$ cat src/rtl/dqr_pkg.sv
// package: beat types, dns header constants and answer record table for the redirect responder
package dqr_pkg;

   // one request beat: one byte of the query datagram
   typedef struct packed {
      logic [7:0] data_byte;
      logic       last_byte;
   } req_type;

   // one response beat: one byte of the reply or an end marker
   typedef struct packed {
      logic [7:0] reply_byte;
      logic       end_of_reply;
      logic       discard;
   } rsp_type;

   // what the parser makes of one query byte
   typedef struct packed {
      logic       emit;
      logic [7:0] out_byte;
      logic       last;
      logic       discard;
   } step_type;

   localparam int unsigned HDR_LEN    = 12;
   localparam int unsigned ANSWER_LEN = 16;

   localparam logic [7:0]  PTR_MASK  = 8'hC0;
   localparam logic [15:0] FLAGS_OUT = 16'h8580;
   localparam logic [7:0]  TTL_SECS  = 8'd60;

   // header byte offsets
   localparam int unsigned POS_ID_HI    = 0;
   localparam int unsigned POS_ID_LO    = 1;
   localparam int unsigned POS_FLAGS_HI = 2;
   localparam int unsigned POS_FLAGS_LO = 3;
   localparam int unsigned POS_QD_HI    = 4;
   localparam int unsigned POS_QD_LO    = 5;
   localparam int unsigned POS_AN_LO    = 7;

   // answer record byte offsets
   localparam logic [3:0] ANS_PTR_HI    = 4'd0;
   localparam logic [3:0] ANS_PTR_LO    = 4'd1;
   localparam logic [3:0] ANS_TYPE_LO   = 4'd3;
   localparam logic [3:0] ANS_CLASS_LO  = 4'd5;
   localparam logic [3:0] ANS_TTL_LO    = 4'd9;
   localparam logic [3:0] ANS_RDLEN_LO  = 4'd11;
   localparam logic [3:0] ANS_ADDR_0    = 4'd12;
   localparam logic [3:0] ANS_ADDR_1    = 4'd13;
   localparam logic [3:0] ANS_ADDR_2    = 4'd14;
   localparam logic [3:0] ANS_ADDR_3    = 4'd15;
   localparam logic [3:0] ANS_LAST      = 4'd15;

   // byte of the fixed A record: pointer to offset 12, type 1, class 1, ttl, rdlength 4, address
   function automatic logic [7:0] answer_byte(input logic [3:0] idx, input logic [31:0] addr);
      logic [7:0] b;
      case (idx)
         ANS_PTR_HI:   b = PTR_MASK;
         ANS_PTR_LO:   b = 8'(HDR_LEN);
         ANS_TYPE_LO:  b = 8'd1;
         ANS_CLASS_LO: b = 8'd1;
         ANS_TTL_LO:   b = TTL_SECS;
         ANS_RDLEN_LO: b = 8'd4;
         ANS_ADDR_0:   b = addr[31:24];
         ANS_ADDR_1:   b = addr[23:16];
         ANS_ADDR_2:   b = addr[15:8];
         ANS_ADDR_3:   b = addr[7:0];
         default:      b = 8'h00;
      endcase
      return b;
   endfunction

endpackage

$ cat src/rtl/dns_query_redirect_responder.sv
// module: top level of the dns redirect responder with input stage, answer sequencer, output register
// Usage:
//  req channel carries one query byte per beat (data_byte, last_byte marks the final byte).
//  rsp channel returns the reply byte by byte; end_of_reply marks the final beat of a
//  datagram and discard on that beat tells the sender to drop the whole reply.
//  csr_wr_en / csr_wr_data load the redirect address; write it only while the block is idle.
//  A byte passes the input register, then the output register, on its way to rsp.
//  Throughput: one byte per cycle through the parse logic while rsp_ready is high and no answer plays out.
//  After the final byte of an accepted query the 16-byte A record follows at one beat
//  per cycle while rsp_ready is high; the input register takes at most one more byte
//  and then req_ready stays low until the record has played out.
//  Reset clears the parse state, the redirect address and all valid flags.
//  When rsp_ready is low the output register holds its beat; the input register still takes
//  bytes until it holds one that produces output, and further bytes wait on req_ready.
module dns_query_redirect_responder #(
   parameter int unsigned BUF_BYTES = 512
) (
   input  logic             clock,
   input  logic             reset,
   input  logic             req_valid,
   output logic             req_ready,
   input  dqr_pkg::req_type req_payload,
   output logic             rsp_valid,
   input  logic             rsp_ready,
   output dqr_pkg::rsp_type rsp_payload,
   input  logic             csr_wr_en,
   input  logic [31:0]      csr_wr_data
);

   logic             in_valid_ff;
   dqr_pkg::req_type in_data_ff;
   logic             rsp_valid_ff, rsp_valid_in;
   dqr_pkg::rsp_type rsp_data_ff, rsp_data_in;
   logic             ans_active_ff, ans_active_in;
   logic [3:0]       ans_idx_ff, ans_idx_in;
   logic [31:0]      addr_ff;

   dqr_pkg::step_type st;
   logic              out_free;
   logic              produces;
   logic              in_adv;

   dqr_parser #(.BUF_BYTES(BUF_BYTES)) u_parser (
      .clock   (clock),
      .reset   (reset),
      .step    (in_adv),
      .in_beat (in_data_ff),
      .result  (st)
   );

   // handshake control
   assign out_free  = !rsp_valid_ff || rsp_ready;
   assign produces  = st.emit || st.last;
   assign in_adv    = in_valid_ff && !ans_active_ff && (!produces || out_free);
   assign req_ready = !in_valid_ff || in_adv;

   // output register load and answer sequencing
   always_comb begin
      rsp_valid_in  = rsp_valid_ff && !rsp_ready;
      rsp_data_in   = rsp_data_ff;
      ans_active_in = ans_active_ff;
      ans_idx_in    = ans_idx_ff;
      if (ans_active_ff) begin
         if (out_free) begin
            rsp_valid_in             = 1'b1;
            rsp_data_in.reply_byte   = dqr_pkg::answer_byte(ans_idx_ff, addr_ff);
            rsp_data_in.end_of_reply = (ans_idx_ff == dqr_pkg::ANS_LAST);
            rsp_data_in.discard      = 1'b0;
            ans_idx_in               = ans_idx_ff + 4'd1;
            if (ans_idx_ff == dqr_pkg::ANS_LAST) ans_active_in = 1'b0;
         end
      end else if (in_adv && produces) begin
         rsp_valid_in = 1'b1;
         if (st.emit) begin
            rsp_data_in.reply_byte   = st.out_byte;
            rsp_data_in.end_of_reply = st.last && st.discard;
            rsp_data_in.discard      = st.last && st.discard;
            if (st.last && !st.discard) begin
               ans_active_in = 1'b1;
               ans_idx_in    = dqr_pkg::ANS_PTR_HI;
            end
         end else if (st.discard) begin
            // bare end marker
            rsp_data_in.reply_byte   = 8'h00;
            rsp_data_in.end_of_reply = 1'b1;
            rsp_data_in.discard      = 1'b1;
         end else begin
            // last byte dropped: answer starts right away
            rsp_data_in.reply_byte   = dqr_pkg::answer_byte(dqr_pkg::ANS_PTR_HI, addr_ff);
            rsp_data_in.end_of_reply = 1'b0;
            rsp_data_in.discard      = 1'b0;
            ans_active_in            = 1'b1;
            ans_idx_in               = dqr_pkg::ANS_PTR_LO;
         end
      end
   end

   // control registers
   always_ff @(posedge clock) begin
      if (reset) begin
         in_valid_ff   <= 1'b0;
         rsp_valid_ff  <= 1'b0;
         ans_active_ff <= 1'b0;
         addr_ff       <= '0;
      end else begin
         if (req_ready) in_valid_ff <= req_valid;
         rsp_valid_ff  <= rsp_valid_in;
         ans_active_ff <= ans_active_in;
         if (csr_wr_en) addr_ff <= csr_wr_data;
      end
   end

   // payload registers
   always_ff @(posedge clock) begin
      if (req_valid && req_ready) in_data_ff <= req_payload;
      rsp_data_ff <= rsp_data_in;
      ans_idx_ff  <= ans_idx_in;
   end

   assign rsp_valid   = rsp_valid_ff;
   assign rsp_payload = rsp_data_ff;

   // no query byte moves on while the answer record plays out
   a_no_adv_in_answer: assert property (@(posedge clock) disable iff (reset)
      ans_active_ff |-> !in_adv)
      else $error("query byte advanced during answer record");

   // a discard beat always closes the datagram
   a_discard_ends: assert property (@(posedge clock) disable iff (reset)
      rsp_valid_ff && rsp_data_ff.discard |-> rsp_data_ff.end_of_reply)
      else $error("discard without end of reply");

   // the last answer byte ends the sequence and carries the end mark
   a_answer_end: assert property (@(posedge clock) disable iff (reset)
      ans_active_ff && out_free && ans_idx_ff == dqr_pkg::ANS_LAST
      |=> !ans_active_ff && rsp_valid_ff && rsp_data_ff.end_of_reply
          && !rsp_data_ff.discard)
      else $error("answer record did not end properly");

endmodule

$ cat src/rtl/dqr_parser.sv
// module: per-datagram parse state, header rewrite, question name walk and discard decision
module dqr_parser #(
   parameter int unsigned BUF_BYTES = 512
) (
   input  logic              clock,
   input  logic              reset,
   input  logic              step,
   input  dqr_pkg::req_type  in_beat,
   output dqr_pkg::step_type result
);

   localparam int unsigned PW = $clog2(BUF_BYTES + 1);
   localparam int unsigned LW = $clog2(BUF_BYTES + 257);

   logic [PW-1:0] pos_ff, pos_in;
   logic [LW-1:0] nlp_ff, nlp_in;
   logic [LW-1:0] rlen_ff, rlen_in;
   logic          name_done_ff, name_done_in;
   logic          qr_ff, qr_in;
   logic          qd_ff, qd_in;

   logic [7:0]    b;
   logic [7:0]    o;
   logic          emit;
   logic          disc;
   logic [LW-1:0] p_ext;
   logic [LW:0]   rlen_end;

   assign b     = in_beat.data_byte;
   assign p_ext = LW'(pos_ff);

   // per-byte next state and output byte
   always_comb begin
      pos_in       = pos_ff;
      nlp_in       = nlp_ff;
      rlen_in      = rlen_ff;
      name_done_in = name_done_ff;
      qr_in        = qr_ff;
      qd_in        = qd_ff;
      emit         = 1'b0;
      o            = b;
      if (pos_ff < PW'(BUF_BYTES)) begin
         pos_in = pos_ff + PW'(1);
         if (pos_ff < PW'(dqr_pkg::HDR_LEN)) begin
            emit = 1'b1;
            case (pos_ff)
               PW'(dqr_pkg::POS_ID_HI), PW'(dqr_pkg::POS_ID_LO): o = b;
               PW'(dqr_pkg::POS_FLAGS_HI): begin
                  qr_in = b[7];
                  o     = dqr_pkg::FLAGS_OUT[15:8];
               end
               PW'(dqr_pkg::POS_FLAGS_LO): o = dqr_pkg::FLAGS_OUT[7:0];
               PW'(dqr_pkg::POS_QD_HI), PW'(dqr_pkg::POS_QD_LO): begin
                  if (b != 8'h00) qd_in = 1'b1;
               end
               PW'(dqr_pkg::POS_AN_LO): o = 8'd1;
               default: o = 8'h00;
            endcase
         end else begin
            // walk the question name one label at a time
            if (!name_done_ff && p_ext == nlp_ff) begin
               if (b == 8'h00) begin
                  name_done_in = 1'b1;
                  rlen_in      = p_ext + LW'(5);
               end else if ((b & dqr_pkg::PTR_MASK) == dqr_pkg::PTR_MASK) begin
                  name_done_in = 1'b1;
                  rlen_in      = p_ext + LW'(6);
               end else begin
                  nlp_in = p_ext + LW'(1) + LW'(b);
               end
            end
            emit = !name_done_in || (p_ext < rlen_in);
         end
      end
   end

   // discard decision for the final byte
   assign rlen_end = {1'b0, rlen_in} + (LW+1)'(dqr_pkg::ANSWER_LEN);
   assign disc = (pos_in < PW'(dqr_pkg::HDR_LEN)) || qr_in || !qd_in || !name_done_in
              || (rlen_in > LW'(pos_in)) || (rlen_end > (LW+1)'(BUF_BYTES));

   assign result.emit     = emit;
   assign result.out_byte = o;
   assign result.last     = in_beat.last_byte;
   assign result.discard  = disc;

   // state update, cleared after the final byte
   always_ff @(posedge clock) begin
      if (reset) begin
         pos_ff       <= '0;
         nlp_ff       <= LW'(dqr_pkg::HDR_LEN);
         rlen_ff      <= '0;
         name_done_ff <= 1'b0;
         qr_ff        <= 1'b0;
         qd_ff        <= 1'b0;
      end else if (step) begin
         if (in_beat.last_byte) begin
            pos_ff       <= '0;
            nlp_ff       <= LW'(dqr_pkg::HDR_LEN);
            rlen_ff      <= '0;
            name_done_ff <= 1'b0;
            qr_ff        <= 1'b0;
            qd_ff        <= 1'b0;
         end else begin
            pos_ff       <= pos_in;
            nlp_ff       <= nlp_in;
            rlen_ff      <= rlen_in;
            name_done_ff <= name_done_in;
            qr_ff        <= qr_in;
            qd_ff        <= qd_in;
         end
      end
   end

endmodule
$ cat config.mk
export PLATFORM = sky130hd
export DESIGN_NAME = dns_query_redirect_responder
export DESIGN_NICKNAME = d
export VERILOG_FILES = /design/src/rtl/dqr_pkg.sv /design/src/rtl/dns_query_redirect_responder.sv /design/src/rtl/dqr_parser.sv
export SDC_FILE = /design/constraint.sdc
export NUM_CORES = 1
export LEC_CHECK = 0
export BUFFER_PORTS_ARGS = -buffer_cell sky130_fd_sc_hd__buf_2
export CAP_MARGIN = 10
export CELL_PAD_IN_SITES_DETAIL_PLACEMENT = 1
export CELL_PAD_IN_SITES_GLOBAL_PLACEMENT = 1
export CORE_AREA = 10 10 147 149
export DETAILED_ROUTE_END_ITERATION = 16
export DIE_AREA = 0 0 157 159
export PLACE_DENSITY_LB_ADDON = 0.1
export SYNTH_ARGS = -nofsm -noshare
export SYNTH_HDL_FRONTEND = slang
export SYNTH_SLANG_ARGS = --single-unit
$ cat constraint.sdc
create_clock -name clock -period 6.6 [get_ports clock]
set_input_delay 0.99 -clock clock [delete_from_list [all_inputs] [get_ports clock]]
set_output_delay 0.99 -clock clock [all_outputs]
set_load 0.005 [all_outputs]
==> results summary, run 1 <==
TritonCTS built the clock tree. The number of antenna violations at the first check in global routing is 0. The cell sitting at the root of the clock tree is a sky130_fd_sc_hd__clkbuf_16.

The source-to-sink clock delay at the later pin of the worst-skew pair came out at 0.36 ns. A synthesized cell averages 8.47 sq um. After layout, the design draws a total of 1.30 mW.

The starting density of the core came out at 31.7%. Timing would allow up to 0.174 GHz. The total area inside the core boundary comes to 18600 sq um. The setup path with the least slack is of type flop to output pin. The headroom to the max-slew limit is 30.0%.

Detailed placement finished with a half-perimeter wire length of 16.6 mm. The worst endpoint required time is 5.61 ns. The die height came out at 159 um. Relative to the synthesized area, the layout overhead comes to 13.5%. The period utilization came out at 87.1%. The end of the worst register-to-register path is rsp_payload[9].

The final worst-path setup slack is 0.851 ns. The total nets after synthesis is 781. The final routed wire length divided by cell count is 21.8 um. The arrival time of data at the critical path endpoint is 4.76 ns. Dividing the detail-routed via count by the number of cells gives 5.54. In the synthesized netlist the dominant register cell turns out to be sky130_fd_sc_hd__dfxtp_1. The final worst clock skew is 0.0158 ns. The proportion of layout cells with a drive suffix above 1 is 13.8%. The clock sink total is 91. The kind of end point of the critical path is an output pin. After routing, the total negative slack on setup checks comes to 0 ns. The count of buffer and inverter cells on the critical path is 2.

The fraction of synthesized cell area taken by the top area cell type came out at 23.1%. The pin count of the biggest net entering global routing came out at 52. Post-CTS timing repair inserted 0 buffers for setup. The detailed router's first-iteration violation count is 262.

Walking the worst path, the cells encountered are xor2_1 > or3_1 > nor3_1 > a32oi_1 > inv_1 > ha_1 > o21ai_0 > o21ai_0 > a2111oi_0 > o31ai_1 > o21a_1 > a21oi_2 > nand2_1 > buf_2. The die is 157 um wide. The number of endpoints with negative hold slack in the final report is 0. The final setup violation count came out at 0. For the worst flop-to-flop path, the logic depth is 14.

The detailed-route DRC error count is 0. The maximum fanout count along the critical path is 14. The overall overflow remaining after global route is 0. Once layout is done, the placed cells without fillers occupy 6680 sq um. The total wire length after detailed routing came out at 21.2 mm. The critical path startpoint category is a flop.

The number of instances on the worst hold path came out at 2. The number of different library cells used by synthesis comes to 63. The register clock-pin slew on the reported worst setup and hold paths is 0.08 ns. By area the synthesized netlist is led by sky130_fd_sc_hd__dfxtp_1 (23%), sky130_fd_sc_hd__edfxtp_1 (12%), sky130_fd_sc_hd__ha_1 (8.3%). The number of synthesized flops with an enable pin is 23. The largest total area in the synthesized netlist belongs to sky130_fd_sc_hd__dfxtp_1. The first global-routing pass estimated 33.1 mm of wire. Yosys printed 0 warnings.

The count of TritonRoute iterations in the first routing pass came out at 7. The die covers 25000 sq um. For hold timing, the worst endpoint is u_parser.nlp_ff[7]. Setup slack on the worst reg-to-reg path comes out at 1.24 ns. The count of inserted antenna diode cells is 0. At the pin with the least slew margin, the transition time is 1.05 ns. The static power due to leakage came out at 2.67 nW. The gate count of the mapped netlist is 695.

The number of nets in the layout is 818. The startpoint identified for the worst hold timing path is u_parser.nlp_ff[7]. Row generation in the floorplan step produced 50 rows. The clock buffer count from CTS came out at 9.

The number of top-level design ports is 58. The total power density per cell area is 194 nW/um^2. The final critical delay including setup and external delays is 5.75 ns. The post-placement setup slack is 1.26 ns.

The count of input and output buffers is 57. In this run the worst hold path is classified as flop to flop. The share of synthesized flip-flops with an asynchronous set or reset is 0%.

The number of slew-limit violations in the final report is 0. Counting stages on the worst path, the most repeated cell is sky130_fd_sc_hd__o21ai_0. In this run the critical register-to-register path is launched from u_parser.p_ext[2]. The tool flagged a number of max-cap violations equal to 0. The slowest library cell on the worst path is sky130_fd_sc_hd__dfxtp_1. The global router's overall resource usage came out at 17.0%. The final antenna-violating net count is 0. The flow ran to the end, and the final reports show no timing, DRC or antenna violations.

The quantity of gates resized following cts is 0. The share of the Yosys chip area taken by registers is 34.9%. Setup repair after global routing left no endpoint under its margin. The flip-flop and latch count after synthesis is 91. The category of cells accounting for the largest share of critical-path delay is compound AO/OA/AOI/OAI gates. The deepest level of the CTS H-tree came out at 3. In this run the cell area measured after placement is 6370 sq um.

The total number of vias is 5384. The netlist area before placement is 5890 sq um. The number of hold buffers added after CTS was 0. The via count of the first global-routing pass came out at 5566. The maximum buffer depth of the clock tree is 2. The placer congestion estimate came out at 0.879. The highest cell delay on the worst timing path came out at 0.73 ns. The worst-case IR drop observed on VDD is 0.000125 V.
cells by family after synthesis:
logic type,count (synthesis),synth area share (%)
AO/OA/AOI/OAI,174,20.0
XOR/XNOR,32,4.76
adder cells (fa/ha/maj),40,8.63
buffers and inverters,69,4.72
flip-flops,91,34.9
multiplexers,37,6.33
AND/OR/NAND/NOR,252,20.7
state kept, by name (all words and copies together) (netlist names):
| name | flops |
|---|---|
| addr_ff | 32 |
| ans_active_ff | 1 |
| ans_idx_ff | 4 |
| in_data_ff | 9 |
| in_valid_ff | 1 |
| rsp_payload | 10 |
| rsp_valid | 1 |
| u_parser.name_done_ff | 1 |
| u_parser.nlp_ff | 10 |
| u_parser.p_ext | 10 |
| u_parser.qd_ff | 1 |
| u_parser.qr_ff | 1 |
| u_parser.rlen_ff | 10 |
worst register-to-register path: stages, from the launching register on:
cell	delay [ns]
sky130_fd_sc_hd__dfxtp_1	0.73
sky130_fd_sc_hd__xor2_1	0.21
sky130_fd_sc_hd__or3_1	0.45
sky130_fd_sc_hd__nor3_1	0.72
sky130_fd_sc_hd__a32oi_1	0.31
sky130_fd_sc_hd__inv_1	0.13
sky130_fd_sc_hd__ha_1	0.25
sky130_fd_sc_hd__o21ai_0	0.25
sky130_fd_sc_hd__o21ai_0	0.14
sky130_fd_sc_hd__a2111oi_0	0.28
sky130_fd_sc_hd__o31ai_1	0.14
sky130_fd_sc_hd__o21a_1	0.31
sky130_fd_sc_hd__nand2b_1	0.12
sky130_fd_sc_hd__a21oi_1	0.12
sky130_fd_sc_hd__nor2_1	0.82
through the flow:
step                hold WS [ns]  std cells  util, %
finish                     0.469        971     36.0
global route               0.494        971     36.0
CTS                        0.474        971     36.0
detailed placement         0.464        955     34.3
global placement           0.454        955     34.3
floorplan                  0.444        695        -
worst max path at each step:
stage / start / to / cells after the start
3_3_place_gp: in_data_ff[8] / req_ready / 14
4_1_cts: in_data_ff[8] / req_ready / 14
5_1_grt: in_data_ff[8] / req_ready / 14
6_report: u_parser.p_ext[2] / req_ready / 14
3_5_place_dp: in_data_ff[8] / req_ready / 14
2_1_floorplan: u_parser.p_ext[2] / req_ready / 17
synth_stat cells (8+ instances only):
master	instances
sky130_fd_sc_hd__nor2b_1	12
sky130_fd_sc_hd__buf_1	8
sky130_fd_sc_hd__nand4_1	13
sky130_fd_sc_hd__dfxtp_1	68
sky130_fd_sc_hd__clkbuf_1	29
sky130_fd_sc_hd__nand2_1	57
sky130_fd_sc_hd__ha_1	39
sky130_fd_sc_hd__xnor2_1	23
sky130_fd_sc_hd__edfxtp_1	23
sky130_fd_sc_hd__o21ai_0	34
sky130_fd_sc_hd__a21oi_1	47
sky130_fd_sc_hd__inv_1	27
sky130_fd_sc_hd__or3_1	15
sky130_fd_sc_hd__nor2_1	83
sky130_fd_sc_hd__nor4_1	8
sky130_fd_sc_hd__nand3_1	16
sky130_fd_sc_hd__mux2i_1	35
sky130_fd_sc_hd__o22ai_1	10
sky130_fd_sc_hd__a21o_1	12
sky130_fd_sc_hd__xor2_1	9
sky130_fd_sc_hd__nor3_1	18
routing by layer:
layer / global-route usage [%] / vias up / share of wire, % / wire, um
met1: 24.2 / 2652 / 50 / 10500
li1: - / 2612 / - / -
met4: 4.42 / 0 / 1.5 / 310
met3: 3.43 / 16 / 4.5 / 961
met5: 0 / - / 0 / 0
met2: 25.6 / 104 / 44 / 9410
layout make-up:
type                    count  area [sq um]
fillers                  2197         11900
flip-flops and latches     91          2050
clock inverters             7          82.6
repair buffers             68           368
well taps                 234           293
clock buffers               9           225
inverters                  27           101
multi-input cells         535          3560
power breakdown:
group / total [mW] / leakage (nW) / internal [mW] / switching [mW]
sequential: 0.615 / 0.767 / 0.596 / 0.0197
clock: 0.542 / 0.147 / 0.271 / 0.271
combinational: 0.140 / 1.76 / 0.0564 / 0.0837
placed cells by master, fill, tap and decap left out, types with 6 or more instances in the layout:
| cell | n |
|---|---|
| sky130_fd_sc_hd__o22ai_1 | 10 |
| sky130_fd_sc_hd__nand4_1 | 13 |
| sky130_fd_sc_hd__nand3_1 | 16 |
| sky130_fd_sc_hd__nand2_1 | 57 |
| sky130_fd_sc_hd__edfxtp_1 | 23 |
| sky130_fd_sc_hd__a22oi_1 | 7 |
| sky130_fd_sc_hd__xnor2_1 | 23 |
| sky130_fd_sc_hd__nor2b_1 | 12 |
| sky130_fd_sc_hd__and2_1 | 7 |
| sky130_fd_sc_hd__o21ai_0 | 33 |
| sky130_fd_sc_hd__buf_4 | 11 |
| sky130_fd_sc_hd__o41ai_1 | 6 |
| sky130_fd_sc_hd__xor2_1 | 9 |
| sky130_fd_sc_hd__nor3_1 | 18 |
| sky130_fd_sc_hd__o211ai_1 | 6 |
| sky130_fd_sc_hd__mux2i_1 | 35 |
| sky130_fd_sc_hd__nor4_1 | 8 |
| sky130_fd_sc_hd__dfxtp_1 | 68 |
| sky130_fd_sc_hd__clkbuf_16 | 9 |
| sky130_fd_sc_hd__a21oi_1 | 46 |
| sky130_fd_sc_hd__buf_2 | 57 |
| sky130_fd_sc_hd__nor2_1 | 83 |
| sky130_fd_sc_hd__a32oi_1 | 7 |
| sky130_fd_sc_hd__or2_2 | 7 |
| sky130_fd_sc_hd__inv_1 | 27 |
| sky130_fd_sc_hd__a21o_1 | 12 |
| sky130_fd_sc_hd__or3_1 | 15 |
| sky130_fd_sc_hd__ha_1 | 39 |
| sky130_fd_sc_hd__a222oi_1 | 6 |
No activity file was read; power rests on OpenSTA's default activity.
==> run 2: changes to the inputs <==
- BUFFER_PORTS_ARGS: -buffer_cell sky130_fd_sc_hd__buf_2 -> -buffer_cell sky130_fd_sc_hd__buf_4
==> run 2 against run 1 <==
Against the previous run: sequential power about the same; clock power down 1%; die area unchanged; critical path depth unchanged; power about the same; worst hold slack about the same; global-route usage up 0.11 points; maximum frequency down 3.8%; sequential share of layout area down 0.55 points; combinational power up 6%; utilization up 0.65 points; design area up 1.8%; critical endpoint unchanged; largest cell class unchanged.
==> results summary, run 2 (synthesis gave the netlist of run 1 again) <==
The final worst clock skew is 0.00915 ns (was 0.0158 ns). The clock network fraction of design power is 41.2% (was 41.8%). The wire length of the first global-routing pass is 33.5 mm (was 33.1 mm). The count of buffer and inverter cells on the critical path is 1 (was 2). The global routing usage on met3 was 2.27% (was 3.43%). The maximum fanout count along the critical path came out at 8 (was 14).

The worst flop-to-flop path startpoint is in_data_ff[8] (was u_parser.p_ext[2]). The number of max-cap violations is 0 (unchanged). The worst endpoint required time is 5.61 ns (about the same). The register-to-register path setup slack is 1.37 ns (was 1.24 ns). The final core utilization is 36.6% (was 36.0%).

The headroom to the max-slew limit came out at 16.4% (was 30.0%). The global-route met2 utilization came to 26.0% (was 25.6%). The die span in x came to 157 um (unchanged). The number of buffers added for setup after CTS is 0 (unchanged).

The count of input and output buffers is 57 (unchanged). The kind of end point of the critical path is an output pin (unchanged). The end of the worst register-to-register path was u_parser.p_ext[0] (was rsp_payload[9]). The via count of the first global-routing pass is 5630 (was 5566).

The total die area is 25000 sq um (unchanged). The class of the tightest hold or removal check was flop to flop (unchanged). The total number of placement rows is 50 (unchanged). The flip-flop count of the largest register after layout came out at 32 (unchanged). Unrepaired setup endpoints after global routing: false (unchanged). The starting density of the core is 31.7% (unchanged).

The count of inserted antenna diode cells is 0 (unchanged). The count of TritonRoute iterations in the first routing pass is 5 (was 7). The maximum buffer depth of the clock tree is 2 (unchanged). The core area was 18600 sq um (unchanged). The net switching power figure came out at 0.368 mW (was 0.375 mW). The number of slew-limit violations in the final report came to 0 (unchanged). The count of cell instances traversed by the critical path is 14 (unchanged).

The detailed router's first-iteration violation count was 286 (was 262). The pin count of the biggest net entering global routing is 61 (was 52). The number of buffers added to fix hold violations after cts came out at 0 (unchanged). The proportion of layout cells with a drive suffix above 1 is 13.6% (was 13.8%). The critical path startpoint category was a flop (unchanged).

The share of power burned in registers came out at 47.3% (was 47.4%). The number of antenna violations at the first check in global routing is 0 (unchanged). The met1 global-route usage is 24.9% (was 24.2%). The placer congestion estimate came out at 0.893 (was 0.879).

The number of instances on the worst hold path came out at 2 (unchanged). The transition time of the tightest slew-check pin is 1.24 ns (was 1.05 ns). The global router's overall resource usage is 17.2% (was 17.0%). The static power due to leakage came to 2.71 nW (was 2.67 nW). The total power density per cell area is 191 nW/um^2 (was 194 nW/um^2).

Sequence of cells on the critical path: nor4_1 > nand2_1 > o22ai_1 > a21oi_1 > o22ai_1 > ha_1 > nand4_1 > nor3_1 > a2111oi_0 > o31ai_1 > o21a_1 > a21oi_2 > nand2_1 > buf_4 (was xor2_1 > or3_1 > nor3_1 > a32oi_1 > inv_1 > ha_1 > o21ai_0 > o21ai_0 > a2111oi_0 > o31ai_1 > o21a_1 > a21oi_2 > nand2_1 > buf_2). The final critical delay including setup and external delays came to 5.98 ns (was 5.75 ns). The slowest library cell on the worst path is sky130_fd_sc_hd__nor4_1 (was sky130_fd_sc_hd__dfxtp_1). The number of cells on the worst reg-to-reg path was 15 (was 14). The number of top-level design ports came out at 58 (unchanged). The source-to-sink clock delay at the later pin of the worst-skew pair is 0.36 ns (about the same).

The HPWL after detailed placement was 16.3 mm (was 16.6 mm). The number of endpoints with negative hold slack in the final report came out at 0 (unchanged). The most flop-heavy register is addr_ff (unchanged).

The register clock-pin slew on the reported worst setup and hold paths came out at 0.07 ns (was 0.08 ns). The quantity of gates resized following cts came to 0 (unchanged). The leading cell type in the layout, fill and taps excluded was sky130_fd_sc_hd__nor2_1 (unchanged). The count of filler cells inserted in the layout came out at 2188 (was 2197). The root cell of the clock tree is sky130_fd_sc_hd__clkbuf_16 (unchanged). The final routed wire length divided by cell count is 21.9 um (was 21.8 um). The fraction of power consumed by combinational cells is 11.5% (was 10.8%). The end point of the most critical hold path was u_parser.qr_ff (was u_parser.nlp_ff[7]).

The detailed-route DRC error count came out at 0 (unchanged). The die height is 159 um (unchanged). The share of total power consumed by net switching was 28.3% (was 28.9%). The clock sink total is 91 (unchanged).

The type of the worst setup path was flop to output pin (unchanged). The number of nets in the layout came out at 816 (was 818). The category of cells accounting for the largest share of critical-path delay is simple AND/OR/NAND/NOR gates (was compound AO/OA/AOI/OAI gates).

The area growth from synthesis to layout is 15.6% (was 13.5%). The total wire length after detailed routing was 21.3 mm (was 21.2 mm). The highest achievable clock rate came to 0.167 GHz (was 0.174 GHz). The period utilization is 90.5% (was 87.1%). The total number of vias came to 5416 (was 5384). The clock buffer count from CTS was 9 (unchanged). Commonest cells after routing, fill and taps aside: sky130_fd_sc_hd__nor2_1 (83), sky130_fd_sc_hd__dfxtp_1 (68), sky130_fd_sc_hd__buf_4 (66) (was sky130_fd_sc_hd__nor2_1 (83), sky130_fd_sc_hd__dfxtp_1 (68), sky130_fd_sc_hd__nand2_1 (57), sky130_fd_sc_hd__buf_2 (57), sky130_fd_sc_hd__a21oi_1 (46)). Outcome: finished clean (unchanged).

The routed via count divided by cell count was 5.59 (was 5.54). The deepest level of the CTS H-tree is 3 (unchanged). The peak ir drop on the vdd network is 0.000113 V (was 0.000125 V). The TritonCTS clock tree was done (unchanged). The layer with the highest usage is met2 (unchanged). The arrival time of data at the critical path endpoint is 4.99 ns (was 4.76 ns). The overall overflow remaining after global route is 0 (unchanged). The final antenna-violating net count came out at 0 (unchanged). The setup TNS is 0 ns (unchanged).

The hold path startpoint is u_parser.qr_ff (was u_parser.nlp_ff[7]). The final setup violation count came to 0 (unchanged). The cell internal power dissipation came out at 0.931 mW (was 0.923 mW). The highest cell delay on the worst timing path came out at 1.05 ns (was 0.73 ns).
==> run 2: metal layers <==
layer  share of wire (%)  vias to the layer above  routed length, um
met5                   0                        -                  0
met4                 1.1                        0                244
met3                 3.0                       16                645
met2                  45                       89               9530
met1                  51                     2703              10800
li1                    -                     2608                  -
==> run 2: layout make-up <==
class	instances	area (sq um)	share of cell area, %
Clock buffer	9	225	3.31
Tap cell	234	293	4.30
Multi-Input combinational cell	535	3560	52.3
Clock inverter	7	76.3	1.12
Inverter	27	101	1.49
Sequential cell	91	2050	30.2
Timing Repair Buffer	66	495	7.28
==> run 2: worst register-to-register path, delay by kind of cell (launching register included) <==
family                   cells  cell delay [ns]
AO/OA/AOI/OAI                8             2.02
flip-flops                   1             0.53
buffers and inverters        1             0.41
adder cells (fa/ha/maj)      1             0.31
AND/OR/NAND/NOR              5             1.88
==> run 2: worst max path at each step <==
stage / from / end
floorplan: u_parser.p_ext[2] / req_ready
global placement: in_data_ff[8] / req_ready
finish: in_data_ff[8] / req_ready
global route: in_data_ff[8] / req_ready
CTS: in_data_ff[8] / req_ready
detailed placement: in_data_ff[8] / req_ready
==> run 2: through the flow <==
step           power (mW)  setup WS [ns]  hold WS (ns)  std cells  instance area, sq um
2_1_floorplan       0.712           1.81         0.444        695                  5890
3_3_place_gp        0.775           1.12         0.451        953                  6500
3_5_place_dp        0.778           1.19         0.462        953                  6500
4_1_cts              1.33          0.773         0.472        969                  6800
5_1_grt              1.37          0.350         0.505        969                  6800
6_report             1.30          0.624         0.470        969                  6800
==> run 2: power groups by stage <==
stage               Sequential, mW  Combinational, mW  Clock (mW)
global route                 0.618              0.167       0.583
global placement             0.627              0.148           0
finish                       0.614              0.149       0.535
detailed placement           0.628              0.151           0
floorplan                    0.619             0.0924           0
CTS                          0.615              0.152       0.561
